`config.mk`:
```
export PLATFORM = sky130hd
export DESIGN_NAME = fmprf_ctrl
export DESIGN_NICKNAME = d
export VERILOG_FILES = /design/src/hdl/fmprf_pkg.sv /design/src/hdl/fmprf_ctrl.sv
export SDC_FILE = /design/constraint.sdc
export NUM_CORES = 1
export LEC_CHECK = 0
export ABC_AREA = 1
export BUFFER_PORTS_ARGS = -buffer_cell sky130_fd_sc_hd__buf_2
export CAP_MARGIN = 0
export CORE_UTILIZATION = 35
export DETAILED_ROUTE_END_ITERATION = 10
export HOLD_SLACK_MARGIN = 0.06
export PLACE_DENSITY = 0.71
export SLEW_MARGIN = 0
export SYNTH_ARGS = -nofsm -noshare
export SYNTH_HDL_FRONTEND = slang
export SYNTH_SLANG_ARGS = --single-unit
export TNS_END_PERCENT = 5
```
`constraint.sdc`:
```
create_clock -name clk -period 1.2 [get_ports clk]
set_input_delay 0.18 -clock clk [delete_from_list [all_inputs] [get_ports clk]]
set_output_delay 0.18 -clock clk [all_outputs]
set_load 0.1 [all_outputs]
```
`src/hdl/fmprf_pkg.sv`:
```
// Package with the shared types and constants of the packet rule filter.
package fmprf_pkg;

  localparam int RuleSlotsDefault = 128;

  localparam logic [1:0] OP_INSERT   = 2'd0;
  localparam logic [1:0] OP_DELETE   = 2'd1;
  localparam logic [1:0] OP_CLASSIFY = 2'd2;

  localparam logic [1:0] ST_OK     = 2'd0;
  localparam logic [1:0] ST_FULL   = 2'd1;
  localparam logic [1:0] ST_BADNUM = 2'd2;

  localparam logic [8:0] PROTO_ANY = 9'd256;

  localparam int RuleW = 64 + 64 + 48;

  // Commands from the controller to the datapath.
  typedef struct packed {
    logic load;       // capture the input beat
    logic ins_write;  // write the new rule at the table end
    logic rd_start;   // issue a read at the walk index
    logic mv_write;   // write the rule read previously one slot down
    logic hit_write;  // write back the incremented hit count
    logic idx_inc;    // advance the walk index
    logic idx_load;   // load the walk index with the rule number
    logic cnt_inc;
    logic cnt_dec;
    logic set_match;
    logic set_full;
    logic set_bad;
  } fmprf_cmd_t;

  // Status from the datapath to the controller.
  typedef struct packed {
    logic [1:0] op;
    logic       full;
    logic       bad_num;
    logic       walk_end;   // walk index has reached the rule count
    logic       rule_hit;   // registered read data matches the packet
  } fmprf_sts_t;

endpackage

```
`src/hdl/fmprf_ctrl.sv`:
```
// Controller state machine of the rule filter.
module fmprf_ctrl (
  input  logic                   clk,
  input  logic                   rst_n,
  input  logic                   in_fire,
  output logic                   busy,
  output logic                   done,
  input  logic                   out_free,
  input  fmprf_pkg::fmprf_sts_t  sts,
  output fmprf_pkg::fmprf_cmd_t  cmd
);
  import fmprf_pkg::*;

  typedef enum logic [5:0] {
    S_IDLE  = 6'b000001,
    S_DEC   = 6'b000010,
    S_READ  = 6'b000100,
    S_CHECK = 6'b001000,
    S_MOVE  = 6'b010000,
    S_DONE  = 6'b100000
  } state_t;

  state_t state_r, state_nxt;

  always_comb begin
    cmd = '0;
    state_nxt = state_r;
    done = 1'b0;
    case (state_r)
      S_IDLE: begin
        if (in_fire) begin
          cmd.load = 1'b1;
          state_nxt = S_DEC;
        end
      end
      S_DEC: begin
        case (sts.op)
          OP_INSERT: begin
            if (sts.full) cmd.set_full = 1'b1;
            else begin
              cmd.ins_write = 1'b1;
              cmd.cnt_inc = 1'b1;
            end
            state_nxt = S_DONE;
          end
          OP_DELETE: begin
            if (sts.bad_num) begin
              cmd.set_bad = 1'b1;
              state_nxt = S_DONE;
            end else begin
              // The walk starts on the slot after the removed rule.
              cmd.idx_load = 1'b1;
              state_nxt = S_MOVE;
            end
          end
          OP_CLASSIFY: state_nxt = S_READ;
          default: state_nxt = S_DONE;
        endcase
      end
      S_READ: begin
        if (sts.walk_end) state_nxt = S_DONE;
        else begin
          cmd.rd_start = 1'b1;
          cmd.idx_inc = 1'b1;
          state_nxt = S_CHECK;
        end
      end
      S_CHECK: begin
        if (sts.op == OP_CLASSIFY) begin
          if (sts.rule_hit) begin
            cmd.set_match = 1'b1;
            cmd.hit_write = 1'b1;
            state_nxt = S_DONE;
          end else state_nxt = S_READ;
        end else begin
          cmd.mv_write = 1'b1;
          state_nxt = S_MOVE;
        end
      end
      S_MOVE: begin
        if (sts.walk_end) begin
          cmd.cnt_dec = 1'b1;
          state_nxt = S_DONE;
        end else begin
          cmd.rd_start = 1'b1;
          cmd.idx_inc = 1'b1;
          state_nxt = S_CHECK;
        end
      end
      S_DONE: begin
        if (out_free) begin
          done = 1'b1;
          state_nxt = S_IDLE;
        end
      end
      default: state_nxt = S_IDLE;
    endcase
  end

  assign busy = state_r != S_IDLE;

  always_ff @(posedge clk) begin
    if (!rst_n) state_r <= S_IDLE;
    else state_r <= state_nxt;
  end
endmodule

```
==> results.yml, run 1 <==
floorplanning:
  initial_core_util_pct: 39.1
  row_count: 13
  die-height_um: 40.8
  die_w_um: 40.8
  ios: 24
  design.core.area_um2: 1350
  fp.dieArea_um2: 1670
clock_tree:
  tritoncts: "built"
  cts.sink_count: 6
  post_cts.repair.setup_buffers: 0
  max-clock-path-buffers: 2
  tritoncts.num_buffers: 3
  clkTransAtPathRegs_ns: 0.05
  postCtsHoldBufs: 0
  clk_latency_ns: 0.25
  h-tree-depth: 1
  clock-root-buffer: "sky130_fd_sc_hd__clkbuf_4"
synthesis:
  yosys.cell_types.count: 19
  synth-seq-area-share_pct: 22.7
  yosys_warnings: 0
  netlist_area_um2: 528
  synth.net_count: 98
  synth_seq_cells: 6
  syn_inst: 85
  post_synth.cell_area_avg_um2: 6.21
worst_setup_path:
  cp_data_arrival_time_ns: 1.46
  worst_path_largest_cell_delay_ns: 0.33
  rr_endpoint: "state_r[4]$_SDFFE_PN0P_"
  critical_path.n_buffers_inverters: 2
  critical_path.slowest_cell: "sky130_fd_sc_hd__dfxtp_2"
  r2r_slack_ns: -0.09
  reg2reg_start: "state_r[5]$_SDFFE_PN0P_"
  worst_setup_end_kind: "output pin"
  worstSetupStartpoint: "state_r[5]$_SDFFE_PN0P_"
  critical_path.max_fanout: 4
  crit_type: "flop to output pin"
  reg2reg_depth: 6
  crit_chain: "nor2_4, nand3_2, or2_4, inv_1, buf_12"
  path_delay_family: "simple AND/OR/NAND/NOR gates"
  worst_setup_path_start_kind: "flop"
  worst_ep_required_time_ns: 1.02
finish:
  diodes: 0
  reg_top3: "state_r: 6 flops"
  most_frequent_standard_cell_in_the_layout_excluding_fill_and_tap_cells: "sky130_fd_sc_hd__inv_1"
  most-common-layout-cells: "sky130_fd_sc_hd__inv_1 (17), sky130_fd_sc_hd__nand2_1 (15), sky130_fd_sc_hd__buf_12 (14)"
  synthToLayoutAreaGrowth_pct: 95.7
  drive_above_1_share_pct: 55.1
  final_net_count: 133
  regMostFlops: "state_r"
  largest_register_ffs: 6
detailed_routing:
  route.vias.total: 624
  vias_per_cell: 4.69
  route.antenna.remaining_nets: 0
  drt-wirelength-per-cell_um: 11.0
  drt_pass_1_iters: 4
  routed_wl_um: 1470
  route.detailed.drc: 0
  drt_iter0_drcs: 14
global_routing:
  pin_count_of_the_biggest_net_entering_global_routing: 5
  first_global_vias: 593
  globalRouteMet3Util_pct: 6.52
  globalRouteMet1Util_pct: 28.0
  globalRoute.busiestLayer: "met2"
  grt_first_pass_wirelength_um: 2550
  overflow: 0
  groute.layer.met2.usage_pct: 41.0
  grt.total_usage_pct: 24.2
  grt_antenna_before_repair: 0
timing:
  max_clock_freq_mhz: 611
  share_of_the_clock_period_used_by_the_worst_path_pct: 136
  worst-slew-pin-transition_ns: 0.261
  post_route_clock_skew_ns: 0.00297
  grt_setup_unrepaired: "yes"
  finalWorstSetupSlack_ns: -0.437
  finalHoldWorstSlack_ns: 0.155
  final_critical_delay_including_setup_and_external_delays_ns: 1.64
  timing_max_transition_violations_final: 0
  slew_hr_pct: 82.4
  timing_hold_violations_final: 0
  final-setup-viol-count: 15
place:
  routabilityCongestion: 0.916
  dp_hpwl_um: 1260
  post-place-ws_ns: -0.220
  port-buffer-count: 23
flow_run:
  drv_cap: 0
pwr:
  power.density_nw_per_um2: 685
  static-leakage-power_uw: 0.000518
  report.power.total_uw: 708
  ir_drop_mv: 0.713
worst_hold_path:
  hold_path_class: "input pin to flop"
  hp-start: "rst_n"
  hold_depth: 3
  hold_end: "state_r[5]$_SDFFE_PN0P_"
run_status:
  violations: "setup timing"
  status: "complete, but fails checks"
==> synth_stat cells <==
master,instances,share of area (%)
sky130_fd_sc_hd__dfxtp_1,6,23
sky130_fd_sc_hd__nor2_4,1,2.1
sky130_fd_sc_hd__nor3_2,1,1.9
sky130_fd_sc_hd__nor3_1,1,0.95
sky130_fd_sc_hd__a21oi_2,1,1.7
sky130_fd_sc_hd__ha_1,3,7.1
sky130_fd_sc_hd__nor2_2,2,2.4
sky130_fd_sc_hd__or2_4,1,1.7
sky130_fd_sc_hd__nor3_4,1,3.1
sky130_fd_sc_hd__nand4_1,1,1.2
sky130_fd_sc_hd__nand3_1,8,7.6
sky130_fd_sc_hd__o21ai_1,1,0.95
sky130_fd_sc_hd__o21ai_0,1,0.95
sky130_fd_sc_hd__buf_4,3,4.3
sky130_fd_sc_hd__nand2_1,16,11
sky130_fd_sc_hd__inv_1,20,14
sky130_fd_sc_hd__nor3b_1,1,1.4
sky130_fd_sc_hd__nand3_2,2,3.8
sky130_fd_sc_hd__nor2_1,15,11
==> metrics by stage <==
step           cell area [um^2]  instances  utilization [%]  setup TNS, ns
2_1_floorplan               598         85                -          -7.77
3_3_place_gp                982        130             72.8          -1.36
3_5_place_dp                982        130             72.8          -2.06
4_1_cts                    1030        133             76.3          -4.99
5_1_grt                    1030        133             76.6          -6.54
6_report                   1030        133             76.6          -4.94
==> area by class of cell <==
class	instances	area (um^2)
Fill cell	93	317
Tap cell	15	18.8
Clock buffer	3	22.5
Inverter	20	78.8
Timing Repair Buffer	33	404
Multi-Input combinational cell	56	382
Sequential cell	6	128
==> tightest hold or removal path: cells and delay by family <==
kind,cells,cell delay [ns]
buffers and inverters,2,0.15
and+or+nand+nor,1,0.05
==> kinds of logic after synthesis <==
family	count (synthesis)	share of synthesized area [%]
buf+inv	23	18.5
fa+ha+maj	3	7.11
simple gates	50	48.1
compound gates	3	3.55
flops	6	22.7
==> layer usage <==
layer | vias to the layer above | routed length (um) | share of wire [%]
met3 | 4 | 62 | 4.2
li1 | 321 | - | -
met4 | 0 | 23 | 1.6
met1 | 281 | 627 | 43
met5 | - | 0 | 0
met2 | 18 | 755 | 51
==> worst max path at each step <==
stage	endpoint	slack, ns	cells after the start
after detailed placement	cmd[8]	-0.22	5
after global placement	cmd[8]	-0.15	5
after global routing	cmd[5]	-0.50	6
after CTS	cmd[8]	-0.45	5
final	cmd[8]	-0.44	5
after floorplan	cmd[10]	-0.81	4
==> where the power goes <==
group / leakage, uW / switching (uW) / internal (uW)
registers: 0.0000510 / 11.0 / 210
logic: 0.000454 / 187 / 108
clock network: 0.0000138 / 78.2 / 113
==> repair_timing <==
item	4_1_cts	5_1_grt
endpoints found under the setup margin	18	18
hold endpoints to repair	0	0
pin swaps	2	0
resized for setup	10	2
Power figures use the tool's default switching activity.
==> run 2: changes to the inputs <==
PLACE_DENSITY = 0.69   (was 0.71)
==> run 2 against run 1 <==
The flow still finishes with violations (setup timing). Combinational power increased by 7.1%. Die area is the same. Wire length is 33% higher. Global-route usage grew 1.8 points. Total power rose by 3.3%. Critical endpoint is now cmd[5]. Largest cell class unchanged. Largest power group unchanged. Highest routed layer unchanged.
==> results.yml, run 2 (synthesized netlist as in run 1, its figures left out) <==
global_routing:
  first_global_vias: 614
  grt.total_usage_pct: 26.0
  pin_count_of_the_biggest_net_entering_global_routing: 5
  grt_first_pass_wirelength_um: 2680
  overflow: 0
  grt_antenna_before_repair: 0
timing:
  max_clock_freq_mhz: 623
  finalSetupTns_ns: -5.31
  timing_hold_violations_final: 0
  worst-slew-pin-transition_ns: 0.280
  final_critical_delay_including_setup_and_external_delays_ns: 1.60
  slew_hr_pct: 81.3
  final-setup-viol-count: 17
  finalWorstSetupSlack_ns: -0.405
  grt_setup_unrepaired: "yes"
  post_route_clock_skew_ns: 0.000470
  timing_max_transition_violations_final: 0
  share_of_the_clock_period_used_by_the_worst_path_pct: 134
  finalHoldWorstSlack_ns: 0.155
place:
  port-buffer-count: 23
  dp_hpwl_um: 1330
  routabilityCongestion: 0.857
clock_tree:
  max-clock-path-buffers: 2
  clkTransAtPathRegs_ns: 0.04
  h-tree-depth: 1
  postCtsHoldBufs: 0
  cts.sink_count: 6
  tritoncts: "built"
  tritoncts.num_buffers: 3
  clk_latency_ns: 0.25
  clock-root-buffer: "sky130_fd_sc_hd__clkbuf_4"
floorplanning:
  ios: 24
  die_w_um: 40.8
  initial_core_util_pct: 39.1
  fp.dieArea_um2: 1670
  row_count: 13
  design.core.area_um2: 1350
  die-height_um: 40.8
worst_setup_path:
  path_delay_family: "buffers and inverters"
  crit_type: "flop to output pin"
  r2r_slack_ns: -0.26
  crit_chain: "inv_4, nor2_4, nand3_4, buf_6, nor3_4, buf_12"
  critical_path.max_fanout: 4
  rr_endpoint: "state_r[4]$_SDFFE_PN0P_"
  critical_path.n_buffers_inverters: 3
  worst_ep_required_time_ns: 1.02
  critical_path.slowest_cell: "sky130_fd_sc_hd__dfxtp_4"
  reg2reg_start: "state_r[1]$_SDFFE_PN0P_"
  worst_setup_end_kind: "output pin"
  cp_data_arrival_time_ns: 1.42
  worst_path_largest_cell_delay_ns: 0.39
  reg2reg_depth: 9
  worst_setup_path_start_kind: "flop"
finish:
  synthToLayoutAreaGrowth_pct: 107
  reg_top3: "state_r: 6 flops"
  drive_above_1_share_pct: 62.3
  multiInputGateArea_um2: 402
  seqCellArea_um2: 133
  largest_register_ffs: 6
  filler_cell_count: 73
  most-common-layout-cells: "sky130_fd_sc_hd__inv_1 (14), sky130_fd_sc_hd__buf_12 (14), sky130_fd_sc_hd__nand2_1 (13), sky130_fd_sc_hd__buf_4 (13), sky130_fd_sc_hd__buf_2 (9)"
  diodes: 0
  regMostFlops: "state_r"
  final_net_count: 137
pwr:
  static-leakage-power_uw: 0.000537
  power.share.sequential_pct: 30.6
  p_sw_share_pct: 40.3
  internal_power_uw: 437
  power.share.clock_pct: 26.2
  ir_drop_mv: 0.713
  total_switching_power_uw: 294
  pwr-share-comb_pct: 43.3
  power.density_nw_per_um2: 669
detailed_routing:
  drt_iter0_drcs: 16
  routed_wl_um: 1960
  drt_pass_1_iters: 4
  route.vias.total: 695
  route.detailed.drc: 0
  drt-wirelength-per-cell_um: 14.3
  vias_per_cell: 5.07
  route.antenna.remaining_nets: 0
worst_hold_path:
  hold_end: "state_r[0]$_SDFFE_PN1P_"
  hold_path_class: "input pin to flop"
  hold_depth: 2
  hp-start: "rst_n"
run_status:
  violations: "setup timing"
  status: "complete, but fails checks"
flow_run:
  drv_cap: 0
## run 2: cell types whose count changed in the layout (fill, tap and decap cells not counted), sizes merged
cell  before  now
buf       33   37
## run 2: power by group through the flow
stage / Sequential (uW) / Combinational (uW) / Clock, uW
2_1_floorplan: 221 / 179 / 0
3_5_place_dp: 223 / 287 / 0
6_report: 224 / 316 / 192
3_3_place_gp: 222 / 279 / 0
4_1_cts: 221 / 302 / 191
5_1_grt: 224 / 328 / 207
## run 2: layer usage
layer	GRT usage (%)	wire, um	vias to the layer above	share of wire [%]
li1	-	-	328	-
met1	25.9	712	319	36
met2	45.7	1060	38	54
met3	9.24	106	10	5.4
met4	15.0	87	0	4.4
met5	0	0	-	0
## run 2: worst max-delay path by stage
stage,startpoint,cells after the start,slack (ns),end
global route,state_r[1]$_SDFFE_PN0P_,6,-0.45,cmd[5]
floorplan,state_r[5]$_SDFFE_PN0P_,4,-0.81,cmd[10]
detailed placement,state_r[1]$_SDFFE_PN0P_,6,-0.19,cmd[5]
CTS,state_r[1]$_SDFFE_PN0P_,6,-0.44,cmd[5]
global placement,state_r[0]$_SDFFE_PN1P_,5,-0.15,cmd[8]
finish,state_r[1]$_SDFFE_PN0P_,6,-0.40,cmd[5]
## run 2: through the flow
stage                     total power (uW)  instance area (um^2)  std cells  utilization (%)  setup WS (ns)
after floorplan                        400                   598         85                -         -0.814
after global placement                 500                   967        128             71.6         -0.152
after detailed placement               510                   967        128             71.6         -0.187
after CTS                              714                  1050        136             78.1         -0.438
after global routing                   759                  1090        137             81.0         -0.455
final                                  731                  1090        137             81.0         -0.405
## run 2: timing repair
action,4_1_cts,5_1_grt
buffers inserted,5,1
pin swaps,8,2
gates resized for setup,14,10
endpoints found under the setup margin,16,19
## run 2: layout make-up
| class | instances | area share [%] |
|---|---|---|
| Inverter | 20 | 7.67 |
| Multi-Input combinational cell | 56 | 36.7 |
| Sequential cell | 6 | 12.1 |
| Timing Repair Buffer | 37 | 39.7 |
| Clock buffer | 3 | 2.06 |
| Tap cell | 15 | 1.72 |
